--- src/rtl/adaptive_step_size_controller_assert.svh ---
// Assertion macros used by the step size controller's control module
`ifndef ADAPTIVE_STEP_SIZE_CONTROLLER_ASSERT_SVH
`define ADAPTIVE_STEP_SIZE_CONTROLLER_ASSERT_SVH

// same-cycle implication
`define ASSC_IMPLY(name, clk, rst, ante, cons) \
   name: assert property (@(posedge clk) disable iff (rst) (ante) |-> (cons)) \
      else $error("assertion violated");

// next-cycle implication
`define ASSC_NEXT(name, clk, rst, ante, cons) \
   name: assert property (@(posedge clk) disable iff (rst) (ante) |=> (cons)) \
      else $error("assertion violated");

`endif

--- src/rtl/assc_pkg.sv ---
// Types, constants and tables of the step size controller
package assc_pkg;

   localparam int LOG_ITERATIONS = 24;
   localparam int HISTORY_DEPTH  = 3;
   localparam int HIST_IDX_W     = 2;
   localparam int ITER_W         = $clog2(LOG_ITERATIONS + 1);
   localparam int FRAC_W         = 48;
   localparam int FRAC_IDX_W     = 6;
   localparam int CSR_IDX_W      = 2;

   localparam logic [CSR_IDX_W-1:0] REG_MODE = 2'd0;
   localparam logic [CSR_IDX_W-1:0] REG_TOL  = 2'd1;
   localparam logic [CSR_IDX_W-1:0] REG_MIN  = 2'd2;
   localparam logic [CSR_IDX_W-1:0] REG_MAX  = 2'd3;

   localparam logic [31:0] EXP_ONE_THIRD = 32'd1431655765;
   localparam logic [31:0] EXP_NEWEST    = 32'd1052266988;
   localparam logic [31:0] EXP_MIDDLE    = 32'd730144440;
   localparam logic [31:0] EXP_OLDEST    = 32'd214748365;
   localparam logic [31:0] SAFETY_FACTOR = 32'd3865470566;
   localparam logic [63:0] TOL_RESET     = 64'd281475;
   localparam logic [31:0] PID_START     = 32'd4;
   localparam logic [63:0] ALL_ONES      = 64'hFFFF_FFFF_FFFF_FFFF;
   localparam logic [63:0] GROWTH_BOUND  = 64'hFFFF_FFFF_FFFF_FFFF / 64'd5;
   localparam logic [31:0] COUNT_MAX     = 32'hFFFF_FFFF;

   typedef struct packed {
      logic [63:0] error_value;
      logic [63:0] current_step;
      logic [31:0] steps_taken;
      logic [31:0] rejections;
   } req_type;

   typedef struct packed {
      logic [63:0] next_step;
      logic        hit_minimum;
      logic        hit_maximum;
      logic [31:0] minimum_hits;
      logic [31:0] maximum_hits;
   } rsp_type;

   typedef enum logic [3:0] {
      OP_NONE, OP_LOAD, OP_LOG_INIT, OP_NORM, OP_LOG_SQ, OP_TOL_SAVE,
      OP_TERM_LO, OP_TERM_HI, OP_EXP_INIT, OP_EXP_STEP, OP_PROD_LO,
      OP_PROD_HI, OP_SAFE_LO, OP_SAFE_HI, OP_SHIFT, OP_FINISH
   } op_type;

   typedef struct packed {
      op_type            op;
      logic [1:0]        opnd;
      logic [ITER_W-1:0] iter;
   } cmd_type;

   typedef struct packed {
      logic norm_done;
      logic use_pid;
   } sts_type;

   typedef logic [31:0] root_table_type [LOG_ITERATIONS+1];

   // repeated square roots of 2.0 in Q2.30
   function automatic root_table_type build_roots();
      root_table_type t;
      logic [63:0]    v;
      logic [63:0]    res;
      logic [63:0]    bt;
      int             k;
      int             j;
      t[0] = 32'h8000_0000;
      for (k = 1; k <= LOG_ITERATIONS; k++) begin
         v   = 64'(t[k-1]) << 30;
         res = 64'd0;
         bt  = 64'd1 << 62;
         for (j = 0; j < 32; j++) begin
            if (bt > v) bt = bt >> 2;
         end
         for (j = 0; j < 32; j++) begin
            if (bt != 64'd0) begin
               if (v >= res + bt) begin
                  v   = v - (res + bt);
                  res = (res >> 1) + bt;
               end else begin
                  res = res >> 1;
               end
               bt = bt >> 2;
            end
         end
         t[k] = res[31:0];
      end
      return t;
   endfunction

   localparam root_table_type ROOT_TABLE = build_roots();

endpackage

--- src/rtl/assc_ctrl.sv ---
// Controller: sequences log2, weighting, exp2, scaling and bounding of one item
`include "adaptive_step_size_controller_assert.svh"
module assc_ctrl (
   input  logic              clock,
   input  logic              reset,
   input  logic              req_valid,
   output logic              req_stall,
   output logic              rsp_valid,
   input  logic              rsp_stall,
   input  assc_pkg::sts_type sts,
   output assc_pkg::cmd_type cmd
);

   typedef enum logic [3:0] {
      ST_IDLE, ST_LOG_INIT, ST_NORM, ST_LOG_SQ, ST_LOG_USE, ST_TERM_HI,
      ST_EXP_INIT, ST_EXP_STEP, ST_PROD_LO, ST_PROD_HI, ST_SAFE_LO,
      ST_SAFE_HI, ST_SHIFT, ST_FINISH
   } state_type;

   localparam logic [assc_pkg::ITER_W-1:0] LAST_ITER = assc_pkg::ITER_W'(assc_pkg::LOG_ITERATIONS);

   state_type                     state_ff;
   logic [1:0]                    opnd_ff;
   logic [assc_pkg::ITER_W-1:0]   iter_ff;
   logic                          rsp_valid_ff;
   logic [1:0]                    last_opnd_in;

   assign last_opnd_in = sts.use_pid ? 2'd3 : 2'd1;
   assign req_stall    = (state_ff != ST_IDLE);
   assign rsp_valid    = rsp_valid_ff;

   always_comb begin
      cmd.opnd = opnd_ff;
      cmd.iter = iter_ff;
      case (state_ff)
         ST_IDLE:     cmd.op = req_valid ? assc_pkg::OP_LOAD : assc_pkg::OP_NONE;
         ST_LOG_INIT: cmd.op = assc_pkg::OP_LOG_INIT;
         ST_NORM:     cmd.op = assc_pkg::OP_NORM;
         ST_LOG_SQ:   cmd.op = assc_pkg::OP_LOG_SQ;
         ST_LOG_USE:  cmd.op = (opnd_ff == 2'd0) ? assc_pkg::OP_TOL_SAVE
                                                 : assc_pkg::OP_TERM_LO;
         ST_TERM_HI:  cmd.op = assc_pkg::OP_TERM_HI;
         ST_EXP_INIT: cmd.op = assc_pkg::OP_EXP_INIT;
         ST_EXP_STEP: cmd.op = assc_pkg::OP_EXP_STEP;
         ST_PROD_LO:  cmd.op = assc_pkg::OP_PROD_LO;
         ST_PROD_HI:  cmd.op = assc_pkg::OP_PROD_HI;
         ST_SAFE_LO:  cmd.op = assc_pkg::OP_SAFE_LO;
         ST_SAFE_HI:  cmd.op = assc_pkg::OP_SAFE_HI;
         ST_SHIFT:    cmd.op = assc_pkg::OP_SHIFT;
         ST_FINISH:   cmd.op = (!rsp_valid_ff || !rsp_stall) ? assc_pkg::OP_FINISH
                                                             : assc_pkg::OP_NONE;
         default:     cmd.op = assc_pkg::OP_NONE;
      endcase
   end

   always_ff @(posedge clock) begin
      if (reset) begin
         state_ff     <= ST_IDLE;
         opnd_ff      <= 2'd0;
         iter_ff      <= '0;
         rsp_valid_ff <= 1'b0;
      end else begin
         if (cmd.op == assc_pkg::OP_FINISH) rsp_valid_ff <= 1'b1;
         else if (!rsp_stall)               rsp_valid_ff <= 1'b0;
         case (state_ff)
            ST_IDLE: if (req_valid) begin
               state_ff <= ST_LOG_INIT;
               opnd_ff  <= 2'd0;
            end
            ST_LOG_INIT: state_ff <= ST_NORM;
            ST_NORM: if (sts.norm_done) begin
               state_ff <= ST_LOG_SQ;
               iter_ff  <= assc_pkg::ITER_W'(1);
            end
            ST_LOG_SQ: begin
               if (iter_ff == LAST_ITER) state_ff <= ST_LOG_USE;
               else                      iter_ff  <= iter_ff + 1'b1;
            end
            ST_LOG_USE: begin
               if (opnd_ff == 2'd0) begin
                  opnd_ff  <= 2'd1;
                  state_ff <= ST_LOG_INIT;
               end else begin
                  state_ff <= ST_TERM_HI;
               end
            end
            ST_TERM_HI: begin
               if (opnd_ff == last_opnd_in) begin
                  state_ff <= ST_EXP_INIT;
               end else begin
                  opnd_ff  <= opnd_ff + 2'd1;
                  state_ff <= ST_LOG_INIT;
               end
            end
            ST_EXP_INIT: begin
               state_ff <= ST_EXP_STEP;
               iter_ff  <= assc_pkg::ITER_W'(1);
            end
            ST_EXP_STEP: begin
               if (iter_ff == LAST_ITER) state_ff <= ST_PROD_LO;
               else                      iter_ff  <= iter_ff + 1'b1;
            end
            ST_PROD_LO: state_ff <= ST_PROD_HI;
            ST_PROD_HI: state_ff <= ST_SAFE_LO;
            ST_SAFE_LO: state_ff <= ST_SAFE_HI;
            ST_SAFE_HI: state_ff <= ST_SHIFT;
            ST_SHIFT:   state_ff <= ST_FINISH;
            ST_FINISH:  if (!rsp_valid_ff || !rsp_stall) state_ff <= ST_IDLE;
            default:    state_ff <= ST_IDLE;
         endcase
      end
   end

   `ASSC_IMPLY(a_sq_range, clock, reset, state_ff == ST_LOG_SQ, iter_ff != '0 && iter_ff <= LAST_ITER)
   `ASSC_IMPLY(a_term_opnd, clock, reset, state_ff == ST_TERM_HI, opnd_ff != 2'd0)
   `ASSC_IMPLY(a_finish_free, clock, reset, cmd.op == assc_pkg::OP_FINISH, !rsp_valid_ff || !rsp_stall)
   `ASSC_NEXT(a_accept_start, clock, reset, req_valid && !req_stall, state_ff == ST_LOG_INIT && opnd_ff == 2'd0)

endmodule
--- config.mk ---
export PLATFORM = sky130hd
export DESIGN_NAME = assc_ctrl
export DESIGN_NICKNAME = d
export VERILOG_FILES = /design/src/rtl/assc_pkg.sv /design/src/rtl/assc_ctrl.sv
export VERILOG_INCLUDE_DIRS = /design/src /design/src/rtl
export SDC_FILE = /design/constraint.sdc
export NUM_CORES = 1
export LEC_CHECK = 0
export ABC_AREA = 1
export ABC_CLOCK_PERIOD_IN_PS = 1750
export BUFFER_PORTS_ARGS = -buffer_cell sky130_fd_sc_hd__buf_2
export CORE_UTILIZATION = 53
export CTS_CLUSTER_DIAMETER = 150
export DETAILED_ROUTE_END_ITERATION = 12
export PLACE_DENSITY = 0.77
export SLEW_MARGIN = 40
export SYNTH_ARGS = -nofsm -noshare
export SYNTH_HDL_FRONTEND = slang
export SYNTH_SLANG_ARGS = --single-unit
--- constraint.sdc ---
create_clock -name clock -period 1.75 [get_ports clock]
set_clock_uncertainty 0.2 [all_clocks]
set_input_delay 0.35 -clock clock [delete_from_list [all_inputs] [get_ports clock]]
set_output_delay 0.35 -clock clock [all_outputs]
set_load 0.02 [all_outputs]
## Word-level counts from Yosys, hierarchy flattened

Index checks and enable logic that the tools add are counted.

| word-level totals | value |
|---|---|
| logic and storage cells | 65 |
| bits in registers | 12 |
| output and inout bits | 13 |
| bits of input ports | 6 |

| operators by class | value |
|---|---|
| add/sub/neg operators | 2 |
| equality and inequality tests | 25 |
| reduce and logical (&&, ||, !) cells | 12 |
| muxes and demuxes | 22 |

Operators with widths:

| operator | number |
|---|---|
| $pmux 4 s14 | 2 |
| $eq 4x4->1 const B | 7 |
| $mux 4 | 6 |
| $eq 4x3->1 const B | 4 |
| $ne 2x2->1 const B | 8 |
| $pmux 5 s3 | 1 |
| $mux 2 | 5 |
| $mux 5 | 2 |
| $eq 4x2->1 const B | 2 |
| $mux 3 | 2 |
| $pmux 2 s3 | 1 |
| $reduce_bool 3->1 | 2 |
| $add 5x1->5 const B | 1 |
| $eq 5x5->1 const B | 1 |
| $reduce_and 5->1 | 1 |
| $eq 4x1->1 const B | 1 |
| $logic_not 4->1 | 1 |
| $reduce_and 4->1 | 1 |
| $reduce_bool 4->1 | 1 |
| $mux 1 | 3 |
| $reduce_and 3->1 | 1 |
| $add 2x1->2 const B | 1 |
| $eq 2x2->1 | 1 |
| $logic_not 1->1 | 2 |
| 4 further kinds | 4 |

## Longest topological paths before layout

Gate-level depths: netlist (run 1).

| logic depth | value |
|---|---|
| word-level depth | 6 |
| mapped depth | 10 |

## Worst setup path before layout (run 1)

Ideal clock, no wire load.

| timing | value |
|---|---|
| kind | flip-flop to output port |
| start | register state_ff[3] |
| end | output port cmd[7] (netlist name) |
| buffers on the path | 0 |
| setup slack | 0.016 ns |
| stages on the path, launching flop included | 5 |
| data arrival time | 1.184 ns |
| required time | 1.200 ns |
| path through | dfxtp_1 -> nor2_1 -> nand2_1 -> o211a_1 -> nand4_1 |

RTL lines:

| what | RTL line | RTL |
|---|---|---|
| from (decl) | assc_ctrl.sv:22 | `state_type state_ff;` |
| from (signal assigned) | assc_ctrl.sv:58 | `state_ff <= ST_IDLE;` |
| from (signal assigned) | assc_ctrl.sv:67 | `state_ff <= ST_LOG_INIT;` |
| from (signal assigned) | assc_ctrl.sv:70 | `ST_LOG_INIT: state_ff <= ST_NORM;` |
| to (decl) | assc_ctrl.sv:11 | `output assc_pkg::cmd_type cmd` |

==> results of run 1 <==
## flip-flops by register name (all words and copies together), names as in the netlist
signal	flops
opnd_ff	2
rsp_valid	1
state_ff	4
iter_ff	5
## power groups by stage
stage | registers (uW) | logic, uW | clock network (uW)
detailed placement | 353 | 744 | 0
floorplan | 388 | 478 | 0
finish | 360 | 1070 | 243
CTS | 356 | 884 | 238
global route | 364 | 1140 | 255
global placement | 352 | 735 | 0
## synthesized netlist by cell type, drive strengths merged (2+ instances only)
master / count
nand3: 10
nand4: 3
inv: 21
dfxtp: 12
ha: 3
a21oi: 15
nor2: 27
o21ai: 7
buf: 2
xor2: 2
o2111ai: 2
nand2: 49
## through the flow
step	setup TNS (ps)	power, uW
4_1_cts	-568	1480
3_5_place_dp	0	1100
2_1_floorplan	0	866
6_report	-763	1670
3_3_place_gp	0	1090
5_1_grt	-933	1760
## worst paths after layout
check	slack, ps	cells past startpoint	endpoint	start
hold / removal	170	2	state_ff[2]	reset
setup / recovery	-210	6	cmd[8]	state_ff[3]
hold reg to reg	310	2	opnd_ff[1]	opnd_ff[1]
setup reg to reg	100	9	state_ff[1]	state_ff[0]
## per-layer routing
metal  global-route usage [%]  vias up
met2                     51.5       92
met3                     3.27       25
met5                        0        -
met1                     40.9      541
met4                     11.5        0
li1                         -      574
## repair_timing
| item | in CTS | in global routing |
|---|---|---|
| pin swaps | 5 | 6 |
| buffers inserted | 3 | 3 |
| resized for setup | 28 | 19 |
| setup endpoints to repair | 4 | 7 |
| gates cloned | 0 | 0 |
## worst reg2reg max path: stages (launching register included)
cell,delay (ps)
dfxtp_2,360
inv_1,90
buf_4,150
nor2_1,170
nand2_1,120
nor2_1,170
nor2_1,100
nand2_1,70
nand2_1,50
a21oi_1,100
## final cells by class
cell class	instances	area share, %
Multi-Input combinational cell	122	52.2
Timing Repair Buffer	34	19.0
Tap cell	16	1.48
Inverter	21	6.01
Clock buffer	4	2.68
Sequential cell	12	18.6
## cell families (layout without fill, tap and decap cells)
kind of cell	count (synthesis)	after routing	share of synthesized area [%]
buffers and inverters	23	59	9.55
AOI/OAI and AO/OA	26	26	15.4
adders and majority gates	3	3	3.98
and+or+nand+nor	90	90	42.8
xor gates and xnor gates	3	3	2.79
DFF	12	12	25.5
==> results.ini, run 1 <==
[setup_path]
crit_path_top_delay_cell=dfxtp_4
path_buf_inv=2
crit_arrival_ps=1410
path_class=reg -> out
path_cells=inv_2 -> nand2_4 -> nor2_4 -> a21oi_2 -> o2111ai_2 -> buf_6
end_kind=primary output
cp-start-kind=register
cp.required_ps=1200
critPathMaxFanout=6
cpPeakStageDelay_ps=420
path_delay_family=flip-flops

[cts]
tritoncts=built
clk_latency_ps=290
clockBufferDepth=2
cts_root_buf=clkbuf_4
clock-sinks=12
hold_buffers=0
numCtsBuffers=3
clkTransAtPathRegs_ps=90
h-tree-depth=1

[worst_hold_path]
hold_path_class=in -> reg

[timing]
fin_crit_sh_pct=112
slew_headroom_pct=76.7
rsz0062_at_grt=true
drv_slew=0
hold_viol_final=0
period_needed_ps=1960
hold-worst-slack_ps=166
final.setup.worst_slack_ps=-212
setup_viol=4
tightestPinTransition_ps=347
fmax_mhz=510

[place]
place_area_sq_um=1120
dpl.hpwl_um=1890
place_ws_ps=2.80
place.port_buffers=18
dp.cells=199
globalplace.congestion=1.04

[routing]
via_per_inst=5.89
wl_um=3140
avgRoutedWirePerCell_um=15.0
drc=0
met1_length_um=1260
vias=1232
firstDrtPassIters=7
wl_met2_um=1400
top_layer_used=met4
ant_nets=0
drt_iter0_drc=96
route.met3.wl_um=319

[finish]
seqCellArea_sq_um=251
layout_common_cells=nand2_1, nor2_1, inv_1
drive_gt1_share_pct=38.3
area_growth_pct=43.5
fin_util_pct=85.9
fin_area_sq_um=1350
num_antenna_cells=0
multi_input_area_sq_um=707
num-fill-cells=96
layout_commonest_cell=nand2_1
final_cells=209
fin_nets=203

[synthesis]
synth-edff-count=0
synth-async-reset-ratio_pct=0
ys_warn_count=0
yosysUniqueCellTypes=24
synth_seq_cells=12
post-synth-top-area-cell=dfxtp_1
syn_avg_cell_area_sq_um=6.01
synth.net_count=166
synth_top_area_share_pct=25.5
ys_seq_area_share_pct=25.5
synth-main-ff-cell=dfxtp_1
netlist_area_sq_um=943
syn-instance-count=157
synth_area_leaders=dfxtp_1, nand2_1, nor2_1

[floorplanning]
die_y_um=44.2
die_x_um=44.2
pin_count=19
std_cell_rows=14
start_util_pct=59.8
die-area_sq_um=1950
placeableCoreArea_sq_um=1580

[grt]
track_usage_pct=30.8
grt_pass1_vias=1013
grt_overflow=0
grt_max_degree=11
grt_pass1_wl_um=4460
antenna_found_initial=0

[power_and_ir_drop]
p_comb_share_pct=63.9
power_density_nw_per_um2=1230
power.switching_uw=756
p_int_uw=914
ir_drop_v=0.000797
clockPowerShare_pct=14.6
power_frac_seq_pct=21.6
swShare_pct=45.3
power_leakage_uw=0.000653

[job]
maxCapViolations=0

[status]
status=finished, violations left
violations=setup timing

No activity file was read; power rests on OpenSTA's default activity.
==> inputs of run 2 (changes only) <==
PLACE_DENSITY = not set   (was 0.77)
PLACE_DENSITY_LB_ADDON = 0.12   (was not set)
==> results.ini, run 2 (synthesis results as in run 1) <==
[timing]
period_needed_ps=1920  ; -46.9 ps
slew_headroom_pct=80.5  ; +3.9 points
fin_tns_setup_ps=-668  ; +95.8 ps
tightestPinTransition_ps=291  ; -55.6 ps
hold_viol_final=0  ; unchanged
fmax_mhz=522  ; +2.4%
rsz0062_at_grt=true
drv_slew=0  ; unchanged
setup_viol=5  ; +1
fin_crit_sh_pct=109  ; -2.7 points
final.setup.worst_slack_ps=-165  ; +46.9 ps
hold-worst-slack_ps=149  ; -16.8 ps

[job]
maxCapViolations=0  ; unchanged

[setup_path]
crit_arrival_ps=1370  ; -40 ps
path_delay_family=flip-flops
r2r_slack_ps=10  ; -90 ps
path_cells=buf_6 -> nand2_1 -> nand3_2 -> o2111ai_2 -> buf_4
r2r_start=state_ff[1]
path_buf_inv=2  ; unchanged
crit_path_top_delay_cell=dfxtp_2
r2r_cells=7  ; -2
path_class=reg -> out
cp-start-kind=register
end_kind=primary output
cpPeakStageDelay_ps=330  ; -90 ps
cp.required_ps=1200  ; about the same
reg2reg_to=iter_ff[0]
critPathMaxFanout=5  ; -1

[finish]
fin_nets=207  ; +2.0%
area_growth_pct=39.9
fin_area_sq_um=1320  ; -2.5%
num_antenna_cells=0  ; unchanged
regMostFlops=iter_ff
reg.largest.list=iter_ff: 5 flops, state_ff: 4 flops, opnd_ff: 2 flops
layout_common_cells=nand2_1, buf_4, inv_1, nor2_1, buf_2
largest_reg_flops=5  ; unchanged
layout_commonest_cell=nand2_1
drive_gt1_share_pct=37.8  ; -0.59 points
num-fill-cells=103  ; +7.3%

[cts]
clkTransAtPathRegs_ps=70  ; -20 ps
numCtsBuffers=3  ; unchanged
h-tree-depth=1  ; unchanged
clock-sinks=12  ; unchanged
clockBufferDepth=2  ; unchanged
cts_root_buf=clkbuf_4
tritoncts=built
clk_latency_ps=280  ; about the same

[grt]
antenna_found_initial=0  ; unchanged
grt_overflow=0  ; unchanged
grt_pass1_wl_um=4870  ; +9.1%
grt_pass1_vias=1087  ; +7.3%
grt_max_degree=11  ; unchanged
track_usage_pct=34.1  ; +3.3 points

[floorplanning]
std_cell_rows=14  ; unchanged
pin_count=19  ; unchanged
die_y_um=44.2  ; unchanged
die-area_sq_um=1950  ; unchanged
placeableCoreArea_sq_um=1580  ; unchanged
start_util_pct=59.8  ; unchanged
die_x_um=44.2  ; unchanged

[routing]
firstDrtPassIters=9  ; +2
drt_iter0_drc=84  ; -13%
avgRoutedWirePerCell_um=15.3  ; +1.9%
drc=1  ; +1
vias=1263  ; +2.5%
ant_nets=0  ; unchanged
via_per_inst=5.96  ; +1.1%
wl_um=3240  ; +3.3%

[place]
place.port_buffers=18  ; unchanged
dpl.hpwl_um=1930  ; +2.2%
place_ws_ps=32.7  ; +29.9 ps
place_area_sq_um=1130  ; +1.3%
globalplace.congestion=0.985  ; -5.4%

[status]
status=finished, violations left
violations=DRC, setup timing

[worst_hold_path]
whs_path_depth=2  ; unchanged
holdPathEnd=state_ff[2]
hold_start=reset
hold_path_class=in -> reg

[power_and_ir_drop]
power_density_nw_per_um2=1140  ; -7.8%
ir_drop_v=0.000676  ; -15%
power_leakage_uw=0.000655  ; +0.31%

[run 2: cell types whose count changed in the layout (fill, tap and decap cells not counted), moves of 2 or more]
cell	change
nand2_1	+2
buf_2	+2
inv_2	-3
buf_6	-5
buf_4	+8
inv_1	+2
[run 2: through the flow]
step	std cells	utilization (%)	power, uW
global placement	201	71.8	1080
global route	212	83.7	1580
detailed placement	201	71.8	1090
finish	212	83.7	1500
CTS	209	80.6	1410
floorplan	157	-	866
[run 2: worst max-delay path by stage]
stage | startpoint | depth (start not counted) | to | slack (ps)
3_5_place_dp | state_ff[0] | 7 | cmd[7] | 30
4_1_cts | state_ff[0] | 7 | cmd[7] | -130
3_3_place_gp | state_ff[0] | 7 | cmd[7] | 40
5_1_grt | state_ff[0] | 5 | cmd[8] | -230
6_report | state_ff[0] | 5 | cmd[8] | -170
2_1_floorplan | state_ff[3] | 4 | cmd[7] | 20
[run 2: layout make-up]
type / count / area, sq um / area share (%)
inverters: 21 / 83.8 / 6.35
well taps: 16 / 20.0 / 1.52
clock buffers: 3 / 22.5 / 1.71
repair buffers: 38 / 251 / 19.1
flip-flops and latches: 12 / 255 / 19.3
multi-input cells: 122 / 687 / 52.0
[run 2: worst register-to-register path: stages (launching register included)]
cell and delay, ps:
dfxtp_4 390, buf_4 140, nand2_1 90, nor2_1 250, nand2_2 120, buf_4 160, o21ai_0 190, a21oi_1 90
[run 2: routing by layer]
metal  vias to the layer above  GRT usage (%)  share of wire [%]  routed length, um
met5                         -              0                  0                  0
met1                       546           42.3                 39               1270
met3                        30           6.53                 11                356
met2                       103           54.1                 43               1410
met4                         0           21.2                6.4                208
li1                        584              -                  -                  -
[run 2: repair_timing]
item	CTS	global route
endpoints found under the hold margin	0	0
setup buffers	5	3
gates resized for setup	28	8
pin swaps	3	5
hold buffers	0	0
endpoints found under the setup margin	4	11
[run 2: power by group]
| group | internal, uW | switching [uW] | total [uW] |
|---|---|---|---|
| Sequential | 324 | 48.0 | 372 |
| Clock | 80.1 | 97.3 | 177 |
| Combinational | 374 | 578 | 952 |
